$ cat src/rtl/core/hsv2rgb_pkg.sv
// shared types and constants for the hsv to rgb converter
// no dependencies

package hsv2rgb_pkg;

  // hue is split into this many sextants around the color circle
  localparam int unsigned SEXTANTS = 6;

  typedef logic [2:0] sextant_t;

  // sextant codes, named after the hue span they cover
  localparam sextant_t SEXT_RED_YEL = 3'd0;
  localparam sextant_t SEXT_YEL_GRN = 3'd1;
  localparam sextant_t SEXT_GRN_CYN = 3'd2;
  localparam sextant_t SEXT_CYN_BLU = 3'd3;
  localparam sextant_t SEXT_BLU_MAG = 3'd4;
  localparam sextant_t SEXT_MAG_RED = 3'd5;

endpackage

$ cat src/rtl/core/hsv2rgb_if.sv
// valid/ready channel interfaces for the hsv to rgb converter
// no dependencies

interface hsv2rgb_hsv_if #(
  parameter int unsigned FRAC_BITS = 16
);
  logic                 valid;
  logic                 ready;
  logic [FRAC_BITS-1:0] hue;
  logic [FRAC_BITS:0]   saturation;
  logic [FRAC_BITS:0]   brightness;

  modport source (output valid, hue, saturation, brightness, input ready);
  modport sink   (input valid, hue, saturation, brightness, output ready);
endinterface

interface hsv2rgb_rgb_if #(
  parameter int unsigned FRAC_BITS = 16
);
  logic               valid;
  logic               ready;
  logic [FRAC_BITS:0] red;
  logic [FRAC_BITS:0] green;
  logic [FRAC_BITS:0] blue;

  modport source (output valid, red, green, blue, input ready);
  modport sink   (input valid, red, green, blue, output ready);
endinterface

$ cat src/rtl/core/hsv_to_rgb_converter.sv
// hsv to rgb converter, four-stage pipeline with per-stage valid bits
// depends on hsv2rgb_pkg and the channel interfaces in hsv2rgb_if.sv

// Converts one hue, saturation and value request to red, green and blue, all
// unsigned fixed point with FRAC_BITS fraction bits (1.0 is 2**FRAC_BITS).
// Hue is a pure fraction and wraps around the circle; saturation and value
// above 1.0 clamp to 1.0. Zero value gives black, zero saturation gives gray.
// Throughput is one request per clock while the output is not stalled. From
// input accept to output valid a request passes one stage for clamping and
// hue*6, one for the three first-level products (p and the two saturation
// scalings), one for the q and t products, and the output register that
// routes by sextant. Each stage has its own valid bit and loads whenever it
// is empty or the stage after it moves, so bubbles close up and a stalled
// output still lets new requests enter until the pipeline is full.

module hsv_to_rgb_converter
  import hsv2rgb_pkg::*;
#(
  parameter int unsigned FRAC_BITS = 16
) (
  input  logic                 clk_i,
  input  logic                 rst_ni,
  hsv2rgb_hsv_if.sink          hsv_i,
  hsv2rgb_rgb_if.source        rgb_o
);

  // fixed point widths: values span 0..1.0 inclusive, so one extra bit
  localparam int unsigned VW = FRAC_BITS + 1;
  localparam int unsigned PW = 2 * VW;
  localparam int unsigned HW = FRAC_BITS + 3;
  localparam int unsigned NSTAGES = 4;
  localparam logic [VW-1:0] ONE = {1'b1, {FRAC_BITS{1'b0}}};

  // stage 1: clamped inputs, sextant and fraction
  typedef struct packed {
    sextant_t             sext;
    logic [FRAC_BITS-1:0] frac;
    logic [VW-1:0]        sat;
    logic [VW-1:0]        val;
    logic                 black;
    logic                 gray;
  } s1_t;

  // stage 2: p plus the saturation terms feeding q and t
  typedef struct packed {
    sextant_t      sext;
    logic [VW-1:0] val;
    logic [VW-1:0] p;
    logic [VW-1:0] kq;
    logic [VW-1:0] kt;
    logic          black;
    logic          gray;
  } s2_t;

  // stage 3: all four routing candidates
  typedef struct packed {
    sextant_t      sext;
    logic [VW-1:0] val;
    logic [VW-1:0] p;
    logic [VW-1:0] q;
    logic [VW-1:0] t;
    logic          black;
    logic          gray;
  } s3_t;

  logic [NSTAGES-1:0] vld_q, vld_d;
  logic [NSTAGES-1:0] stage_en;

  s1_t s1_q, s1_d;
  s2_t s2_q, s2_d;
  s3_t s3_q, s3_d;
  logic [VW-1:0] red_q, red_d;
  logic [VW-1:0] green_q, green_d;
  logic [VW-1:0] blue_q, blue_d;

  // ---------------------------------------------------------------------
  // flow control: a stage loads when it is empty or its successor moves
  // ---------------------------------------------------------------------
  always_comb begin
    stage_en[NSTAGES-1] = !vld_q[NSTAGES-1] || rgb_o.ready;
    for (int i = NSTAGES - 2; i >= 0; i--) begin
      stage_en[i] = !vld_q[i] || stage_en[i+1];
    end
  end

  assign hsv_i.ready = stage_en[0];

  always_comb begin
    vld_d = vld_q;
    if (stage_en[0]) begin
      vld_d[0] = hsv_i.valid;
    end
    for (int i = 1; i < NSTAGES; i++) begin
      if (stage_en[i]) begin
        vld_d[i] = vld_q[i-1];
      end
    end
  end

  always_ff @(posedge clk_i or negedge rst_ni) begin
    if (!rst_ni) begin
      vld_q <= '0;
    end else begin
      vld_q <= vld_d;
    end
  end

  // ---------------------------------------------------------------------
  // stage 1: clamp saturation and value, split hue*6 into sextant/fraction
  // ---------------------------------------------------------------------
  logic [HW-1:0] hue6;
  logic [VW-1:0] sat_clamped;
  logic [VW-1:0] val_clamped;

  always_comb begin
    sat_clamped = (hsv_i.saturation > ONE) ? ONE : hsv_i.saturation;
    val_clamped = (hsv_i.brightness > ONE) ? ONE : hsv_i.brightness;
    hue6        = HW'(hsv_i.hue) * HW'(SEXTANTS);

    s1_d.sext  = hue6[HW-1:FRAC_BITS];
    s1_d.frac  = hue6[FRAC_BITS-1:0];
    s1_d.sat   = sat_clamped;
    s1_d.val   = val_clamped;
    s1_d.black = (val_clamped == '0);
    s1_d.gray  = (sat_clamped == '0);
  end

  // ---------------------------------------------------------------------
  // stage 2: p = v*(1-s), kq = s*f, kt = s*(1-f), all truncated
  // ---------------------------------------------------------------------
  logic [PW-1:0] prod_p;
  logic [PW-1:0] prod_kq;
  logic [PW-1:0] prod_kt;

  always_comb begin
    prod_p  = PW'(s1_q.val) * PW'(ONE - s1_q.sat);
    prod_kq = PW'(s1_q.sat) * PW'(s1_q.frac);
    prod_kt = PW'(s1_q.sat) * PW'(ONE - VW'(s1_q.frac));

    s2_d.sext  = s1_q.sext;
    s2_d.val   = s1_q.val;
    s2_d.p     = prod_p[FRAC_BITS +: VW];
    s2_d.kq    = prod_kq[FRAC_BITS +: VW];
    s2_d.kt    = prod_kt[FRAC_BITS +: VW];
    s2_d.black = s1_q.black;
    s2_d.gray  = s1_q.gray;
  end

  // ---------------------------------------------------------------------
  // stage 3: q = v*(1-kq), t = v*(1-kt)
  // ---------------------------------------------------------------------
  logic [PW-1:0] prod_q;
  logic [PW-1:0] prod_t;

  always_comb begin
    prod_q = PW'(s2_q.val) * PW'(ONE - s2_q.kq);
    prod_t = PW'(s2_q.val) * PW'(ONE - s2_q.kt);

    s3_d.sext  = s2_q.sext;
    s3_d.val   = s2_q.val;
    s3_d.p     = s2_q.p;
    s3_d.q     = prod_q[FRAC_BITS +: VW];
    s3_d.t     = prod_t[FRAC_BITS +: VW];
    s3_d.black = s2_q.black;
    s3_d.gray  = s2_q.gray;
  end

  // ---------------------------------------------------------------------
  // output stage: route v, p, q, t by sextant, special cases override
  // ---------------------------------------------------------------------
  always_comb begin
    if (s3_q.black) begin
      red_d   = '0;
      green_d = '0;
      blue_d  = '0;
    end else if (s3_q.gray) begin
      red_d   = s3_q.val;
      green_d = s3_q.val;
      blue_d  = s3_q.val;
    end else begin
      case (s3_q.sext)
        SEXT_RED_YEL: begin
          red_d   = s3_q.val;
          green_d = s3_q.t;
          blue_d  = s3_q.p;
        end
        SEXT_YEL_GRN: begin
          red_d   = s3_q.q;
          green_d = s3_q.val;
          blue_d  = s3_q.p;
        end
        SEXT_GRN_CYN: begin
          red_d   = s3_q.p;
          green_d = s3_q.val;
          blue_d  = s3_q.t;
        end
        SEXT_CYN_BLU: begin
          red_d   = s3_q.p;
          green_d = s3_q.q;
          blue_d  = s3_q.val;
        end
        SEXT_BLU_MAG: begin
          red_d   = s3_q.t;
          green_d = s3_q.p;
          blue_d  = s3_q.val;
        end
        SEXT_MAG_RED: begin
          red_d   = s3_q.val;
          green_d = s3_q.p;
          blue_d  = s3_q.q;
        end
        default: begin
          red_d   = s3_q.val;
          green_d = s3_q.t;
          blue_d  = s3_q.p;
        end
      endcase
    end
  end

  // payload registers, no reset needed
  always_ff @(posedge clk_i) begin
    if (stage_en[0]) begin
      s1_q <= s1_d;
    end
    if (stage_en[1]) begin
      s2_q <= s2_d;
    end
    if (stage_en[2]) begin
      s3_q <= s3_d;
    end
    if (stage_en[3]) begin
      red_q   <= red_d;
      green_q <= green_d;
      blue_q  <= blue_d;
    end
  end

  assign rgb_o.valid = vld_q[NSTAGES-1];
  assign rgb_o.red   = red_q;
  assign rgb_o.green = green_q;
  assign rgb_o.blue  = blue_q;

`ifndef SYNTHESIS
  // an accepted request always lands in the first stage
  assert property (@(posedge clk_i) disable iff (!rst_ni)
    hsv_i.valid && hsv_i.ready |=> vld_q[0])
    else $error("accepted request did not enter stage 1");

  // input backpressure only when every stage holds an item
  assert property (@(posedge clk_i) disable iff (!rst_ni)
    !hsv_i.ready |-> (&vld_q))
    else $error("input stalled with an empty pipeline stage");

  // a blocked middle stage keeps its item intact
  assert property (@(posedge clk_i) disable iff (!rst_ni)
    vld_q[1] && !stage_en[2] |=> vld_q[1] && $stable(s2_q))
    else $error("stage 2 item lost or changed during stall");

  // results never exceed 1.0
  assert property (@(posedge clk_i) disable iff (!rst_ni)
    rgb_o.valid |-> (red_q <= ONE) && (green_q <= ONE) && (blue_q <= ONE))
    else $error("color channel above full scale");
`endif

endmodule
$ cat src/flat_wrapper.sv
// flat-port wrapper written by rule: the top's interface ports become plain ports
module hsv_to_rgb_converter_flat import hsv2rgb_pkg::*;
#(
  parameter int unsigned FRAC_BITS = 16
)
  (clk_i, rst_ni, hsv_i_valid, hsv_i_hue, hsv_i_saturation, hsv_i_brightness, hsv_i_ready, rgb_o_valid, rgb_o_red, rgb_o_green, rgb_o_blue, rgb_o_ready);
  hsv2rgb_hsv_if #(.FRAC_BITS(FRAC_BITS)) hsv_i_i ();
  hsv2rgb_rgb_if #(.FRAC_BITS(FRAC_BITS)) rgb_o_i ();
  input  logic clk_i;
  input  logic rst_ni;
  input wire logic [$bits(hsv_i_i.valid)-1:0] hsv_i_valid;
  input wire logic [$bits(hsv_i_i.hue)-1:0] hsv_i_hue;
  input wire logic [$bits(hsv_i_i.saturation)-1:0] hsv_i_saturation;
  input wire logic [$bits(hsv_i_i.brightness)-1:0] hsv_i_brightness;
  output wire logic [$bits(hsv_i_i.ready)-1:0] hsv_i_ready;
  output wire logic [$bits(rgb_o_i.valid)-1:0] rgb_o_valid;
  output wire logic [$bits(rgb_o_i.red)-1:0] rgb_o_red;
  output wire logic [$bits(rgb_o_i.green)-1:0] rgb_o_green;
  output wire logic [$bits(rgb_o_i.blue)-1:0] rgb_o_blue;
  input wire logic [$bits(rgb_o_i.ready)-1:0] rgb_o_ready;
  assign hsv_i_i.valid = hsv_i_valid;
  assign hsv_i_i.hue = hsv_i_hue;
  assign hsv_i_i.saturation = hsv_i_saturation;
  assign hsv_i_i.brightness = hsv_i_brightness;
  assign hsv_i_ready = hsv_i_i.ready;
  assign rgb_o_valid = rgb_o_i.valid;
  assign rgb_o_red = rgb_o_i.red;
  assign rgb_o_green = rgb_o_i.green;
  assign rgb_o_blue = rgb_o_i.blue;
  assign rgb_o_i.ready = rgb_o_ready;
  hsv_to_rgb_converter #(.FRAC_BITS(FRAC_BITS)) u_core (.clk_i(clk_i), .rst_ni(rst_ni), .hsv_i(hsv_i_i), .rgb_o(rgb_o_i));
endmodule
$ cat config.mk
export PLATFORM = sky130hd
export DESIGN_NAME = hsv_to_rgb_converter_flat
export DESIGN_NICKNAME = d
export VERILOG_FILES = /design/src/rtl/core/hsv2rgb_pkg.sv /design/src/rtl/core/hsv2rgb_if.sv /design/src/rtl/core/hsv_to_rgb_converter.sv /design/src/flat_wrapper.sv
export SDC_FILE = /design/constraint.sdc
export NUM_CORES = 2
export LEC_CHECK = 0
export BUFFER_PORTS_ARGS = -buffer_cell sky130_fd_sc_hd__clkbuf_2
export CAP_MARGIN = 20
export CORE_ASPECT_RATIO = 0.7
export CORE_UTILIZATION = 55
export CTS_CLUSTER_SIZE = 10
export DETAILED_ROUTE_END_ITERATION = 7
export PLACE_DENSITY = 0.82
export SYNTH_ARGS = -nofsm -noshare
export SYNTH_HDL_FRONTEND = slang
export SYNTH_SLANG_ARGS = --single-unit
$ cat constraint.sdc
create_clock -name clk_i -period 8.76 [get_ports clk_i]
set_input_delay 2.628 -clock clk_i [delete_from_list [all_inputs] [get_ports clk_i]]
set_output_delay 2.628 -clock clk_i [all_outputs]
set_load 0.01 [all_outputs]
* After elaboration in Yosys (flattened, before gate mapping)
Index checks and enable logic that the tools add are counted.
** Cells by class
- Add/subtract/negate cells :: 4
- Multipliers :: 6
- Magnitude comparators :: 2
- Eq/ne operators :: 5
- Muxes and demuxes :: 8
- Reduce and logical (&&, ||, !) cells :: 14
** Operators by type and width (count)
- $pmux W17 S3 :: 3
- $mul A17 B34 Y33 :: 4
- $mux W17 :: 5
- $sub A17 B17 Y18 const A :: 3
- $gt A17 B17 Y1 const B :: 2
- $logic_not A17 Y1 :: 2
- $mul A17 B15 Y32 :: 1
- $mul A16 B2 Y18 const B :: 1
- $sub A17 B16 Y18 const A :: 1
- $reduce_or A2 Y1 :: 4
- $eq A3 B2 Y1 const B :: 2
- $eq A3 B3 Y1 const B :: 2
- $logic_not A1 Y1 :: 4
- $logic_or A1 B1 Y1 :: 4
- $eq A3 B1 Y1 const B :: 1
** Storage, ports and cells
- Register bits after elaboration :: 255
- Bits of input ports :: 54
- Output and inout bits :: 53
- Logic and storage cells :: 66

* Depth between registers and ports, before layout
- Word-level depth :: 5
- Mapped depth :: 32
- Gate-level depth less buffers :: 31

* Worst setup path before layout
OpenSTA, ideal clock, no wires.
- Path kind :: flip-flop to flip-flop
- From :: register u_core.s1_q[37] (netlist name)
- To :: register u_core.s2_q[18] (netlist name) (data pin)
- Setup time :: 0.260 ns
- Arrival :: 7.681 ns
- Data required time :: 8.500 ns
- Setup slack :: 0.819 ns
- Stages on the path, launching flop included :: 33
- Path buffers :: 3
- Clock period less this slack :: 7.941 ns
- Path through :: edfxtp_1 clkbuf_1 clkbuf_1 inv_1 ha_1 nand2_1 or2_2 nor4_1 xnor2_1 clkbuf_1 nand2_1 fa_1 fa_1 inv_1 fa_1 inv_1 fa_1 inv_1 fa_1 inv_1 fa_1 inv_1 ha_1 and4_1 and2_1 a32o_1 a41oi_2 o21ai_2 o211ai_2 a21boi_1 or4_4 a31oi_2 xnor2_1
** Between the ends
- Cells in the longest elaborated chain, start to end :: 2
** RTL lines
- from (decl) :: line hsv_to_rgb_converter.sv:69 : s1_t s1_q, s1_d;
- from (signal assigned) :: line hsv_to_rgb_converter.sv:224 : s1_q <= s1_d;
- $sub A17 B16 Y18 :: line hsv_to_rgb_converter.sv:138 : prod_kt = PW'(s1_q.sat) * PW'(ONE - VW'(s1_q.frac));
- $mul A17 B34 Y33 :: line hsv_to_rgb_converter.sv:138
- net u_core.prod_kt[32] :: line hsv_to_rgb_converter.sv:133 : logic [PW-1:0] prod_kt;
- to (signal assigned) :: line hsv_to_rgb_converter.sv:227 : s2_q <= s2_d;
- to (decl) :: line hsv_to_rgb_converter.sv:70 : s2_t s2_q, s2_d;
The timed path passes the listed nets, and every way through them passes these cells.
A chain may end at the register's enable or synchronous reset.

* Worst setup path in the final report
- From :: register u_core.s2_q[19] (netlist name)
- To :: register u_core.s3_q[35] (netlist name) (data pin)
** Between the ends
- Cells in the longest elaborated chain, start to end :: 2
** RTL lines
- $sub A17 B17 Y18 :: line hsv_to_rgb_converter.sv:156 : prod_q = PW'(s2_q.val) * PW'(ONE - s2_q.kq);
- $mul A17 B34 Y33 :: line hsv_to_rgb_converter.sv:156
- net u_core.prod_q[32] :: line hsv_to_rgb_converter.sv:152 : logic [PW-1:0] prod_q;
- to (signal assigned) :: line hsv_to_rgb_converter.sv:230 : s3_q <= s3_d;
- to (decl) :: line hsv_to_rgb_converter.sv:71 : s3_t s3_q, s3_d;
The timed path passes the listed nets, and every way through them passes these cells.

==> flow_metrics.tcl <==
set metrics [dict create \
    status "finished, final reports clean" \
    antenna_found_initial 2 \
    rsz0062_at_grt "false" \
    cap_violations 0 \
    ant_nets 0 \
    synth_top_family_by_area "adder cells" \
    cp_slowest_stage_delay_ns 0.82 \
    synthTopCellsByArea "fa_1 (43%), edfxtp_1 (13%), inv_1 (9.6%)" \
    ys_ff_latch 255 \
    post-route-min-period_ns 8.285 \
    r2r-start "u_core.s2_q[19]$_DFFE_PP_" \
    cts_tree "built" \
    viasPerCell 5.556 \
    nets 8020 \
    row_count 99 \
    regToRegSetupSlack_ns 0.48 \
    slew_viol_final 0 \
    initial_core_util_pct 55.97 \
    fin_setup_tns_ns 0 \
    synthSimpleGateAreaFrac_pct 15.45 \
    synth_largest_area_cell "fa_1" \
    synth-xor-area-share_pct 3.125 \
    antenna_cells 0 \
    cts_root_buffer "clkbuf_16" \
    drt_pass1_iterations 7 \
    final_cell_mix "inv_1 (1507), fa_1 (1269), nand2_1 (948)" \
    crit_fanout 17 \
    mostFrequentLayoutCell "inv_1" \
    crit_slowest_cell "xnor2_1" \
    synth_edf_count 251 \
    die_w_um 393.0 \
    gp_congestion 0.9656 \
    drt_iter0_markers 4082 \
    setup_viol 0 \
    synth_adder_area_share_pct 52.09 \
    worst_slew_pin_slew_ns 1.237 \
    yosysWarnings 0 \
    grt-ovfl-total 0 \
    grt_pass1_vias 46150 \
    slew_headroom_pct 17.54 \
    drc 0 \
    cpMostUsedCell "fa_1" \
    drive_above_1_share_pct 5.147 \
    cts_made_buffers 31 \
    core-area_um2 105200 \
    synthArstFlopShare_pct 1.569 \
    whs_path_depth 0 \
    fin_skew_ns 0.03481 \
    crit_path_end_kind "register" \
    crit_arrival_ns 8.65 \
    numPortBuffers 106 \
    synth_top_area_share_pct 43.16 \
    clk_latency_ns 0.62 \
    syn_nets 8035 \
    vias 42830 \
    clockBufferDepth 3 \
    worstSetupPathType "register to register" \
    synth_area_um2 58860 \
    fp.dieArea_um2 108400 \
    worstPathRequired_ns 9.12 \
    cts.htree.levels 1 \
    routed_wl_um 150400 \
    fin_crit_sh_pct 94.57 \
    cts.reportedPaths.clkPinSlew_ns 0.06 \
    synth.area.mux_share_pct 0.3401 \
    start_kind "register" \
    pin_count 107 \
    ys_seq_area_share_pct 12.98 \
    syn_to_final_growth_pct 5.567 \
    min_to "u_core.s3_q[46]$_DFFE_PP_" \
    r2r_cells 28 \
    max_freq_mhz 120.7 \
    hold_viol_final 0 \
    syn_inst 6295 \
    min_path_type "register to register" \
    track_usage_pct 28.80 \
    avgSynthCellArea_um2 9.350 \
    synth_compound_area_share_pct 4.451 \
    hp-start "u_core.s2_q[46]$_DFFE_PP_" \
    wire_per_inst_um 19.51 \
    dp_hpwl_um 118300 \
    clock_sink_count 255 \
    synth-main-ff-cell "edfxtp_1" \
    yosys.cell_types.count 71 \
    chipHeight_um 275.7 \
    rr_endpoint "u_core.s3_q[35]$_DFFE_PP_" \
    grt_max_degree 75 \
    grt_pass1_wl_um 245100 \
]
-- repair_timing --
| item | in CTS | in global routing |
|---|---|---|
| endpoints found under the setup margin | 0 | 1 |
| hold buffers | 0 | 0 |
| buffers inserted | 0 | 0 |
| gates resized for setup | 0 | 1 |
-- how the worst max path moves through the flow --
stage                              start                         to  slack [ns]  cells after the start
2_1_floorplan  u_core.s1_q[37]$_DFFE_PP_  u_core.s2_q[18]$_DFFE_PP_        0.82                     32
3_3_place_gp   u_core.s1_q[23]$_DFFE_PP_  u_core.s2_q[52]$_DFFE_PP_        0.76                     28
3_5_place_dp   u_core.s2_q[21]$_DFFE_PP_  u_core.s3_q[35]$_DFFE_PP_        0.53                     27
4_1_cts        u_core.s2_q[21]$_DFFE_PP_  u_core.s3_q[35]$_DFFE_PP_        0.46                     27
5_1_grt        u_core.s2_q[19]$_DFFE_PP_  u_core.s3_q[35]$_DFFE_PP_        0.01                     28
6_report       u_core.s2_q[19]$_DFFE_PP_  u_core.s3_q[35]$_DFFE_PP_        0.48                     28
-- synthesized netlist by cell type (5+ instances only) --
cell and number:
inv_1 1508, fa_1 1269, nand2_1 949, and2_1 566, ha_1 417, clkbuf_1 296, edfxtp_1 251, nor2_1 195
xnor2_1 157, a21oi_1 119, o21ai_0 64, xor2_1 53, nor2b_1 45, nor3_1 40, o221ai_1 34, nor4_1 29
o21a_1 23, o211ai_1 21, o22ai_1 21, a21o_1 20, mux2i_1 20, a22oi_1 17, nand3_1 17, nand2b_1 15
nand4_1 11, and3_1 10, or3_1 9, buf_1 8, a211o_1 7, a211oi_1 7, o21ai_1 6, or2_2 6
a311oi_1 5, nand3b_1 5, o21bai_1 5, o31a_1 5
-- area by class of cell --
type,instances,area [um^2]
multi-input cells,4227,44480
clock inverters,7,67.56
repair buffers,257,1699
inverters,1508,5660
flip-flops and latches,255,7637
clock buffers,41,823.3
well taps,1414,1769
fillers,8437,43030
-- state kept, by name (all words and copies together) (netlist names) --
register and cells:
u_core.s3_q 73, u_core.rgb_o.green 17, u_core.s1_q 54, u_core.s2_q 73, u_core.rgb_o.blue 17, u_core.rgb_o.red 17
u_core.vld_q 4
-- cell families (layout without fill, tap and decap cells) --
| family | count (synthesis) | count (layout) |
|---|---|---|
| simple gates | 1915 | 1915 |
| buf+inv | 1813 | 1813 |
| fa+ha+maj | 1690 | 1690 |
| compound gates | 392 | 392 |
| flops | 255 | 255 |
| xor+xnor | 210 | 210 |
| mux | 20 | 20 |
-- worst max-delay path: cells and delay by family (launching register included) --
family,cells,cell delay [ns]
XOR/XNOR,2,0.91
flip-flops,1,0.36
AO/OA/AOI/OAI,8,2.10
buffers and inverters,5,0.47
AND/OR/NAND/NOR,5,0.62
adder cells (fa/ha/maj),8,3.58
-- metal layers --
| metal | up-vias | part of all wire (%) | global-route usage [%] |
|---|---|---|---|
| met1 | 21380 | 40 | 41.19 |
| met4 | 2 | 2.5 | 6.973 |
| met3 | 323 | 14 | 7.968 |
| li1 | 18600 | - | - |
| met5 | - | 0.0073 | 0 |
| met2 | 2519 | 44 | 43.59 |
-- through the flow --
step           util (%)  hold WS [ns]  cell area (um^2)  std cells  setup slack, ns
2_1_floorplan         -        0.4003             58860       6295           0.8189
3_3_place_gp      58.17        0.4041             61180       7657           0.7557
3_5_place_dp      58.17        0.4070             61180       7657           0.5282
4_1_cts           59.02        0.4181             62070       7705           0.4650
5_1_grt           59.09        0.4292             62140       7709          0.01162
6_report          59.09        0.4142             62140       7709           0.4755
Power is not shown: default switching activity piles up to over one toggle a cycle in this logic, so the estimate is an artifact.
